[src/hw/rtl/hsh_pkg.sv]
// Shared types, constants and helpers of the HMAC-SHA1 engine.
package hsh_pkg;

  localparam logic [7:0] IPAD_BYTE    = 8'h36;
  localparam logic [7:0] OPAD_BYTE    = 8'h5c;
  localparam int         BLOCK_BYTES  = 64;
  localparam int         DIGEST_BYTES = 20;

  localparam logic [31:0] SHA_IV0 = 32'h67452301;
  localparam logic [31:0] SHA_IV1 = 32'hEFCDAB89;
  localparam logic [31:0] SHA_IV2 = 32'h98BADCFE;
  localparam logic [31:0] SHA_IV3 = 32'h10325476;
  localparam logic [31:0] SHA_IV4 = 32'hC3D2E1F0;

  typedef struct packed {
    logic       start;
    logic       finish;
    logic       byte_v;
    logic [7:0] data;
  } sha_cmd_t;

  typedef enum logic [2:0] {
    SH_IDLE, SH_COMP, SH_P80, SH_PZ, SH_PLEN
  } sha_state_t;

  typedef enum logic [3:0] {
    T_KEY, T_START, T_RD, T_FEED, T_XTRA, T_KFIN, T_KFW, T_KWR,
    T_MSG, T_IFIN, T_IFW, T_DIG, T_OFIN, T_OFW, T_OUT
  } top_state_t;

  typedef enum logic [1:0] {
    M_KHASH, M_IPAD, M_OPAD
  } feed_mode_t;

  // Byte idx of a 160-bit digest, big-endian order
  function automatic logic [7:0] digest_byte(input logic [159:0] dg, input logic [4:0] idx);
    logic [159:0] sh;
    sh = dg << {idx, 3'b000};
    return sh[159:152];
  endfunction

endpackage

[src/hw/rtl/hsh_sha.sv]
// SHA-1 core: byte absorber, padding sequencer and one-round-per-cycle compressor.
module hsh_sha (
  input  logic              clk,
  input  logic              rst_n,
  input  hsh_pkg::sha_cmd_t cmd,
  output logic              rdy,
  output logic [159:0]      digest
);
  import hsh_pkg::*;

  sha_state_t  state_r, state_nxt, ret_r, ret_nxt, after;
  logic [31:0] h_r [5];
  logic [31:0] a_r, b_r, c_r, d_r, e_r;
  logic [511:0] blk_r;
  logic [63:0] cnt_r, cnt_inc, bits_r;
  logic [6:0]  rnd_r;
  logic [2:0]  len_idx_r;
  logic        abs_v, wrap;
  logic [7:0]  abs_b;
  logic [31:0] f, k, wt, wnew, t;

  assign rdy     = (state_r == SH_IDLE);
  assign digest  = {h_r[0], h_r[1], h_r[2], h_r[3], h_r[4]};
  assign cnt_inc = cnt_r + 64'd1;
  assign wrap    = abs_v && (cnt_inc[5:0] == 6'd0);

  // absorb source
  always_comb begin
    abs_v = 1'b0;
    abs_b = 8'h00;
    unique case (state_r)
      SH_IDLE: begin
        abs_v = cmd.byte_v;
        abs_b = cmd.data;
      end
      SH_P80: begin
        abs_v = 1'b1;
        abs_b = 8'h80;
      end
      SH_PZ: begin
        abs_v = 1'b1;
      end
      SH_PLEN: begin
        abs_v = 1'b1;
        abs_b = bits_r[63:56];
      end
      default: begin
        abs_v = 1'b0;
      end
    endcase
  end

  // next state
  always_comb begin
    after = state_r;
    unique case (state_r)
      SH_IDLE: after = cmd.finish ? SH_P80 : SH_IDLE;
      SH_P80, SH_PZ: after = (cnt_inc[5:0] == 6'd56) ? SH_PLEN : SH_PZ;
      SH_PLEN: after = (len_idx_r == 3'd7) ? SH_IDLE : SH_PLEN;
      SH_COMP: after = (rnd_r == 7'd79) ? ret_r : SH_COMP;
      default: after = SH_IDLE;
    endcase
    state_nxt = wrap ? SH_COMP : after;
    ret_nxt   = wrap ? after : ret_r;
  end

  // round function
  always_comb begin
    priority if (rnd_r < 7'd20) begin
      f = (b_r & c_r) | (~b_r & d_r);
      k = 32'h5A827999;
    end else if (rnd_r < 7'd40) begin
      f = b_r ^ c_r ^ d_r;
      k = 32'h6ED9EBA1;
    end else if (rnd_r < 7'd60) begin
      f = (b_r & c_r) | (b_r & d_r) | (c_r & d_r);
      k = 32'h8F1BBCDC;
    end else begin
      f = b_r ^ c_r ^ d_r;
      k = 32'hCA62C1D6;
    end
    wt   = blk_r[511:480];
    wnew = blk_r[95:64] ^ blk_r[255:224] ^ blk_r[447:416] ^ wt;
    wnew = {wnew[30:0], wnew[31]};
    t    = {a_r[26:0], a_r[31:27]} + f + e_r + k + wt;
  end

  always_ff @(posedge clk) begin
    if (!rst_n) begin
      state_r   <= SH_IDLE;
      ret_r     <= SH_IDLE;
      cnt_r     <= '0;
      rnd_r     <= '0;
      len_idx_r <= '0;
      h_r[0] <= SHA_IV0; h_r[1] <= SHA_IV1; h_r[2] <= SHA_IV2;
      h_r[3] <= SHA_IV3; h_r[4] <= SHA_IV4;
    end else begin
      state_r <= state_nxt;
      ret_r   <= ret_nxt;
      if (state_r == SH_IDLE && cmd.start) begin
        h_r[0] <= SHA_IV0; h_r[1] <= SHA_IV1; h_r[2] <= SHA_IV2;
        h_r[3] <= SHA_IV3; h_r[4] <= SHA_IV4;
        cnt_r  <= '0;
      end
      if (abs_v) begin
        blk_r <= {blk_r[503:0], abs_b};
        cnt_r <= cnt_inc;
      end
      if (state_r == SH_IDLE && cmd.finish) begin
        bits_r    <= {cnt_r[60:0], 3'b000};
        len_idx_r <= '0;
      end
      if (state_r == SH_PLEN) begin
        bits_r    <= {bits_r[55:0], 8'h00};
        len_idx_r <= len_idx_r + 3'd1;
      end
      if (wrap) begin
        a_r <= h_r[0]; b_r <= h_r[1]; c_r <= h_r[2]; d_r <= h_r[3]; e_r <= h_r[4];
        rnd_r <= '0;
      end
      if (state_r == SH_COMP) begin
        blk_r <= {blk_r[479:0], wnew};
        a_r <= t;
        b_r <= a_r;
        c_r <= {b_r[1:0], b_r[31:2]};
        d_r <= c_r;
        e_r <= d_r;
        rnd_r <= rnd_r + 7'd1;
        if (rnd_r == 7'd79) begin
          h_r[0] <= h_r[0] + t;
          h_r[1] <= h_r[1] + a_r;
          h_r[2] <= h_r[2] + {b_r[1:0], b_r[31:2]};
          h_r[3] <= h_r[3] + c_r;
          h_r[4] <= h_r[4] + d_r;
        end
      end
    end
  end

`ifndef ASSERT_OFF
  a_rnd_range: assert property (@(posedge clk) disable iff (!rst_n)
    state_r == SH_COMP |-> rnd_r < 7'd80) else $error("round counter overrun");
  a_start_clr: assert property (@(posedge clk) disable iff (!rst_n)
    (rdy && cmd.start && !cmd.byte_v) |=> cnt_r == 64'd0) else $error("start left count");
  a_len_pos: assert property (@(posedge clk) disable iff (!rst_n)
    state_r == SH_PLEN |-> cnt_r[5:3] == 3'd7) else $error("length bytes misplaced");
`endif

endmodule

[src/hw/rtl/hmac_sha1_engine.sv]
// HMAC-SHA1 engine top level: key store memory and HMAC sequencer.
// Key bytes up to 64 are stored in key memory; beyond that, key and message bytes are
// absorbed by SHA-1, with input held off while each 64-byte block is compressed.
// Key end: the inner pad block is fed one byte per key memory read and compressed before
// the first message item; a long key is first finished and its digest written back.
// Message end: padding, outer pad block, 20 digest bytes and up to 4 compressions,
// then five output words, one per cycle while out_tready is high. Rounds set the rate.
// Synchronous active-low reset returns to waiting for a key; no clearing pass.
module hmac_sha1_engine (
  input  logic        clk,
  input  logic        rst_n,
  input  logic        in_tvalid,
  output logic        in_tready,
  input  logic [15:0] in_tdata,   // [7:0] data_byte, [8] byte_valid, zero above
  input  logic        in_tuser,   // [0] func
  input  logic        in_tlast,
  output logic        out_tvalid,
  input  logic        out_tready,
  output logic [31:0] out_tdata,  // [31:0] digest_word
  output logic        out_tlast
);
  import hsh_pkg::*;

  top_state_t  state_r, state_nxt;
  feed_mode_t  mode_r;
  logic [7:0]  key_mem [BLOCK_BYTES];
  logic [7:0]  rd_r, wr_data, byte_r, fbyte, pad;
  logic [5:0]  wr_addr;
  logic        we;
  logic [6:0]  klen_r, cnt_r;
  logic        hashed_r, last_pend_r;
  logic [159:0] inner_r, digest;
  logic        sha_rdy, acc, bv;
  sha_cmd_t    cmd;

  assign acc = in_tvalid && in_tready;
  assign bv  = in_tdata[8];
  assign pad = (mode_r == M_IPAD) ? IPAD_BYTE : OPAD_BYTE;
  assign fbyte = (mode_r == M_KHASH) ? rd_r :
                 (((cnt_r < klen_r) ? rd_r : 8'h00) ^ pad);

  hsh_sha u_sha (
    .clk    (clk),
    .rst_n  (rst_n),
    .cmd    (cmd),
    .rdy    (sha_rdy),
    .digest (digest)
  );

  always_ff @(posedge clk) begin
    if (we) key_mem[wr_addr] <= wr_data;
    rd_r <= key_mem[cnt_r[5:0]];
  end

  // outputs
  always_comb begin
    in_tready  = sha_rdy && (state_r == T_KEY || state_r == T_MSG);
    cmd        = '0;
    we         = 1'b0;
    wr_addr    = klen_r[5:0];
    wr_data    = in_tdata[7:0];
    out_tvalid = 1'b0;
    out_tdata  = digest[159:128];
    out_tlast  = 1'b0;
    unique case (state_r)
      T_KEY: begin
        if (acc && !in_tuser && bv) begin
          cmd.byte_v = hashed_r;
          cmd.data   = in_tdata[7:0];
          we         = !hashed_r && !klen_r[6];
        end
      end
      T_MSG: begin
        cmd.byte_v = acc && in_tuser && bv;
        cmd.data   = in_tdata[7:0];
      end
      T_START: cmd.start = sha_rdy;
      T_FEED: begin
        cmd.byte_v = sha_rdy;
        cmd.data   = fbyte;
      end
      T_XTRA: begin
        cmd.byte_v = sha_rdy;
        cmd.data   = byte_r;
      end
      T_DIG: begin
        cmd.byte_v = sha_rdy;
        cmd.data   = digest_byte(inner_r, cnt_r[4:0]);
      end
      T_KFIN, T_IFIN, T_OFIN: cmd.finish = sha_rdy;
      T_KWR: begin
        we      = 1'b1;
        wr_addr = cnt_r[5:0];
        wr_data = digest_byte(digest, cnt_r[4:0]);
      end
      T_OUT: begin
        out_tvalid = 1'b1;
        out_tdata  = digest[159 - 32 * cnt_r[2:0] -: 32];
        out_tlast  = (cnt_r[2:0] == 3'd4);
      end
      default: begin
        cmd = '0;
      end
    endcase
  end

  // next state
  always_comb begin
    state_nxt = state_r;
    unique case (state_r)
      T_KEY: begin
        if (acc && !in_tuser) begin
          priority if (bv && !hashed_r && klen_r[6]) state_nxt = T_START;
          else if (in_tlast) state_nxt = hashed_r ? T_KFIN : T_START;
          else state_nxt = T_KEY;
        end
      end
      T_START: if (sha_rdy) state_nxt = T_RD;
      T_RD:    state_nxt = T_FEED;
      T_FEED: begin
        if (sha_rdy) begin
          if (cnt_r[5:0] == 6'd63) begin
            unique case (mode_r)
              M_KHASH: state_nxt = T_XTRA;
              M_IPAD:  state_nxt = T_MSG;
              default: state_nxt = T_DIG;
            endcase
          end else begin
            state_nxt = T_RD;
          end
        end
      end
      T_XTRA: if (sha_rdy) state_nxt = last_pend_r ? T_KFIN : T_KEY;
      T_KFIN: if (sha_rdy) state_nxt = T_KFW;
      T_KFW:  if (sha_rdy) state_nxt = T_KWR;
      T_KWR:  if (cnt_r[4:0] == 5'(DIGEST_BYTES - 1)) state_nxt = T_START;
      T_MSG:  if (acc && in_tuser && in_tlast) state_nxt = T_IFIN;
      T_IFIN: if (sha_rdy) state_nxt = T_IFW;
      T_IFW:  if (sha_rdy) state_nxt = T_START;
      T_DIG:  if (sha_rdy && cnt_r[4:0] == 5'(DIGEST_BYTES - 1)) state_nxt = T_OFIN;
      T_OFIN: if (sha_rdy) state_nxt = T_OFW;
      T_OFW:  if (sha_rdy) state_nxt = T_OUT;
      T_OUT:  if (out_tready && cnt_r[2:0] == 3'd4) state_nxt = T_KEY;
      default: state_nxt = T_KEY;
    endcase
  end

  always_ff @(posedge clk) begin
    if (!rst_n) begin
      state_r     <= T_KEY;
      mode_r      <= M_IPAD;
      klen_r      <= '0;
      cnt_r       <= '0;
      hashed_r    <= 1'b0;
      last_pend_r <= 1'b0;
    end else begin
      state_r <= state_nxt;
      unique case (state_r)
        T_KEY: begin
          if (acc && !in_tuser) begin
            if (bv && !hashed_r && !klen_r[6]) klen_r <= klen_r + 7'd1;
            if (bv && !hashed_r && klen_r[6]) begin
              byte_r      <= in_tdata[7:0];
              last_pend_r <= in_tlast;
              mode_r      <= M_KHASH;
            end else if (in_tlast) begin
              mode_r <= M_IPAD;
            end
          end
        end
        T_START: cnt_r <= '0;
        T_FEED: begin
          if (sha_rdy) begin
            if (cnt_r[5:0] == 6'd63) cnt_r <= '0;
            else cnt_r <= cnt_r + 7'd1;
          end
        end
        T_XTRA: if (sha_rdy) hashed_r <= 1'b1;
        T_KFW:  cnt_r <= '0;
        T_KWR: begin
          cnt_r <= cnt_r + 7'd1;
          if (cnt_r[4:0] == 5'(DIGEST_BYTES - 1)) begin
            klen_r <= 7'(DIGEST_BYTES);
            mode_r <= M_IPAD;
          end
        end
        T_IFW: begin
          inner_r <= digest;
          mode_r  <= M_OPAD;
        end
        T_DIG: if (sha_rdy) cnt_r <= cnt_r + 7'd1;
        T_OFW: cnt_r <= '0;
        T_OUT: begin
          if (out_tready) cnt_r <= cnt_r + 7'd1;
          if (out_tready && cnt_r[2:0] == 3'd4) begin
            klen_r   <= '0;
            hashed_r <= 1'b0;
          end
        end
        default: begin
          cnt_r <= cnt_r;
        end
      endcase
    end
  end

`ifndef ASSERT_OFF
  a_cmd_rdy: assert property (@(posedge clk) disable iff (!rst_n)
    (cmd.byte_v || cmd.start || cmd.finish) |-> sha_rdy) else $error("command to busy core");
  a_out_idle: assert property (@(posedge clk) disable iff (!rst_n)
    out_tvalid |-> sha_rdy && !in_tready) else $error("output while core busy");
  a_klen: assert property (@(posedge clk) disable iff (!rst_n)
    klen_r <= 7'(BLOCK_BYTES)) else $error("key length overrun");
`endif

endmodule
[config.mk]
export PLATFORM = sky130hd
export DESIGN_NAME = hmac_sha1_engine
export DESIGN_NICKNAME = d
export VERILOG_FILES = /design/src/hw/rtl/hsh_pkg.sv /design/src/hw/rtl/hsh_sha.sv /design/src/hw/rtl/hmac_sha1_engine.sv
export SDC_FILE = /design/constraint.sdc
export NUM_CORES = 2
export LEC_CHECK = 0
export BUFFER_PORTS_ARGS = -buffer_cell sky130_fd_sc_hd__clkbuf_2
export CAP_MARGIN = 5
export CORE_MARGIN = 3
export CORE_UTILIZATION = 35
export DETAILED_ROUTE_END_ITERATION = 8
export SETUP_SLACK_MARGIN = 0.3
export SYNTH_ARGS = -nofsm -noshare
export SYNTH_HDL_FRONTEND = slang
export SYNTH_SLANG_ARGS = --single-unit
export TNS_END_PERCENT = 100
[constraint.sdc]
create_clock -name clk -period 71.3 [get_ports clk]
set_input_delay 7.13 -clock clk [delete_from_list [all_inputs] [get_ports clk]]
set_output_delay 7.13 -clock clk [all_outputs]
set_load 0.005 [all_outputs]
==> results.yml <==
sta:
  finalHoldViolations: 0
  tightest_slew_ns: 1.225
  fin_crit_ns: 12.45
  finalSetupViolCount: 0
  slew_violations: 0
  fmax_mhz: 80.31
  finalCritPeriodShare: 0.1746
  final.setup.tns_ns: 0
  maxSlewHeadroom: 0.1786
  timing.final.ws_setup_ns: 58.85
  holdWs_ns: 0.4850
  rsz0062_at_grt: "false"
  finalClockSkew_ns: 0.08942
critical_path:
  end_kind: "primary output"
  cp_data_arrival_time_ns: 5.32
  start_kind: "flop"
  crit_family: "buffers and inverters"
  critPathKind: "flop to primary output"
  path_buf_inv: 4
  cp_common_cell: "buf_4"
  critPathSlowestCell: "buf_4"
  worst_ep_required_time_ns: 64.17
  worstPathCellList: "buf_4 > buf_4 > buf_4 > mux2i_1 > nand2_1 > nand3_1 > o21ai_0 > nand2_1 > o21ai_0 > clkbuf_2"
  cpPeakStageDelay_ns: 0.93
  critPathMaxFanout: 55
run_status:
  status: "finished, final reports clean"
logic_synthesis:
  async_flop_share: 0
  synth_xor_area_frac: 0.02779
  synthCells: 7304
  synth-simple-area-share: 0.1450
  synth_compound_area_frac: 0.07817
  ys.flop_type: "edfxtp_1"
  synth.area.mux_share: 0.07721
  synth.avg_cell_area_um2: 11.61
  synth-adder-area-share: 0.06456
  synth_area_um2: 84770
  yosysWarnings: 0
  yosysSeqAreaShare: 0.5825
  ys_types: 89
  syn_nets: 7689
  synth_top_family_by_area: "simple AND/OR/NAND/NOR gates"
  synth-edff-count: 1573
  postSynthRegisterBits: 1680
clocking:
  cts_root_buffer: "clkbuf_16"
  clk_latency_ns: 0.86
  numCtsBuffers: 179
  cts_tree: "done"
  cts_sinks: 1680
  ctsHoldBuffers: 0
  post_cts_buffers: 0
  post_cts_resized: 0
  clock_path_buffers: 3
  htreeDepth: 4
  clk_pin_slew_ns: 0.06
drt:
  drtIter0Drc: 5667
  wl_per_cell_um: 22.06
  antenna_left: 0
  drc_errors: 0
  num_vias: 56780
  drt_first_pass_iters: 6
  viasPerCell: 5.332
  drt-total-wl_um: 234900
min_path:
  hold_class: "flop to flop"
finish:
  layout_common_cells: "nand2_1, edfxtp_1, nor2_1, o21ai_0, ha_1"
  postLayoutCoreUtil: 0.3928
  syn_to_final_growth_pct: 11.55
  final_common_cell: "nand2_1"
  fill_cells: 22840
  nets: 7688
  instances_no_fill: 10650
  drive_above_1_share: 0.09310
  final_area_um2: 94560
floorplanning:
  core.rowCount: 180
  boundaryPins: 57
  core_um2: 240800
  die_w_um: 498.1
  start_util: 0.3521
  dieArea_um2: 248100
  die_h_um: 498.1
power_and_ir_drop:
  pwr-share-clk: 0.281
  power_mw: 3.317
  power_switching_mw: 1.158
  cellPowerDensity_nw_per_um2: 35.08
  leakage_nw: 33.79
  internal_power_mw: 2.159
  swShare: 0.3490
  pwr-share-comb: 0.320
  ir_drop_uv: 54.51
  power.share.sequential: 0.399
global_routing:
  grt_max_degree: 239
  first_global_vias: 55140
  grt_pass1_wl_um: 351600
  grt_usage: 0.1853
  grt_overflow: 0
  grt_antenna_before_repair: 14
flow_run:
  drv_cap: 0
placed_design:
  pre_cts_slack_ns: 59.31
  portBuffers: 49
  gp_congestion: 0.9380
  place.detailed.hpwl_um: 161600
  placedInstanceArea_um2: 88680
  dp.cells: 10310
[state kept, by name (all words and copies together), names as in the netlist, 8 cells and up]
signal	cells
rd_r	8
u_sha.b_r	32
u_sha.cnt_r	61
u_sha.h_r	160
u_sha.a_r	32
byte_r	8
u_sha.c_r	32
key_mem	512
u_sha.blk_r	512
inner_r	160
u_sha.d_r	32
u_sha.bits_r	61
u_sha.e_r	32
[routing by layer]
| layer | routed length, µm | vias to the layer above | part of all wire | track usage |
|---|---|---|---|---|
| li1 | - | 26120 | - | - |
| met1 | 97000 | 28140 | 0.41 | 0.2477 |
| met2 | 109000 | 2109 | 0.46 | 0.2923 |
| met3 | 16900 | 414 | 0.072 | 0.03360 |
| met4 | 11980 | 2 | 0.051 | 0.08702 |
| met5 | 13 | - | 0.000055 | 0 |
[power by group through the flow]
stage	logic, mW	registers, mW	clock network, mW
final	1.06	1.32	0.931
after detailed placement	1.05	1.34	0
after CTS	1.06	1.32	0.949
after global placement	1.03	1.34	0
after floorplan	0.781	1.43	0
after global routing	1.18	1.33	0.988
[worst paths after layout]
path | startpoint | endpoint | slack, ns | depth (start not counted)
max | cnt_r[0]$_SDFFE_PN0P_ | out_tdata[14] | 58.85 | 10
min reg2reg | u_sha.ret_r[1]$_SDFFE_PN0P_ | u_sha.ret_r[1]$_SDFFE_PN0P_ | 0.49 | 2
max reg2reg | u_sha.rnd_r[3]$_SDFFE_PN0N_ | u_sha.h_r[0][30]$_SDFFCE_PN1P_ | 62.02 | 30
min | u_sha.ret_r[1]$_SDFFE_PN0P_ | u_sha.ret_r[1]$_SDFFE_PN0P_ | 0.49 | 2
[worst register-to-register path: cells and delay by family (launching register included)]
family	cells	cell delay, ns
AND/OR/NAND/NOR	11	2.38
adder cells (fa/ha/maj)	5	2.35
XOR/XNOR	2	0.36
buffers and inverters	5	0.93
flip-flops	1	0.46
AO/OA/AOI/OAI	7	2.45
[cell usage after synthesis, drive strengths merged (79+ instances only)]
master | n | area (µm²)
nand2 | 2121 | 7964
edfxtp | 1573 | 47240
nor2 | 380 | 1434
o21ai | 328 | 1642
clkbuf | 266 | 998.5
ha | 239 | 2990
inv | 209 | 784.5
mux2i | 205 | 2052
a21oi | 192 | 964.7
xnor2 | 183 | 1603
mux4 | 163 | 3671
fa | 124 | 2482
nand3 | 115 | 580.6
dfxtp | 107 | 2142
a21o | 89 | 668.1
xor2 | 86 | 753.2
nor2b | 79 | 494.2
[layout make-up]
type / instances / area (µm²) / share of cell area
Multi-Input combinational cell: 5082 / 33450 / 0.3538
Antenna cell: 10 / 25.02 / 0.0002646
Clock inverter: 105 / 1130 / 0.01195
Inverter: 209 / 784.5 / 0.008296
Timing Repair Buffer: 151 / 1064 / 0.01125
Tap cell: 3185 / 3985 / 0.04214
Sequential cell: 1680 / 49390 / 0.5223
Clock buffer: 227 / 4730 / 0.05002
[kinds of logic after synthesis]
family	after synthesis
AO/OA/AOI/OAI	1032
XOR/XNOR	269
adder cells (fa/ha/maj)	363
buffers and inverters	542
flip-flops	1680
multiplexers	441
AND/OR/NAND/NOR	2977
(Power assumes the default switching activity.)
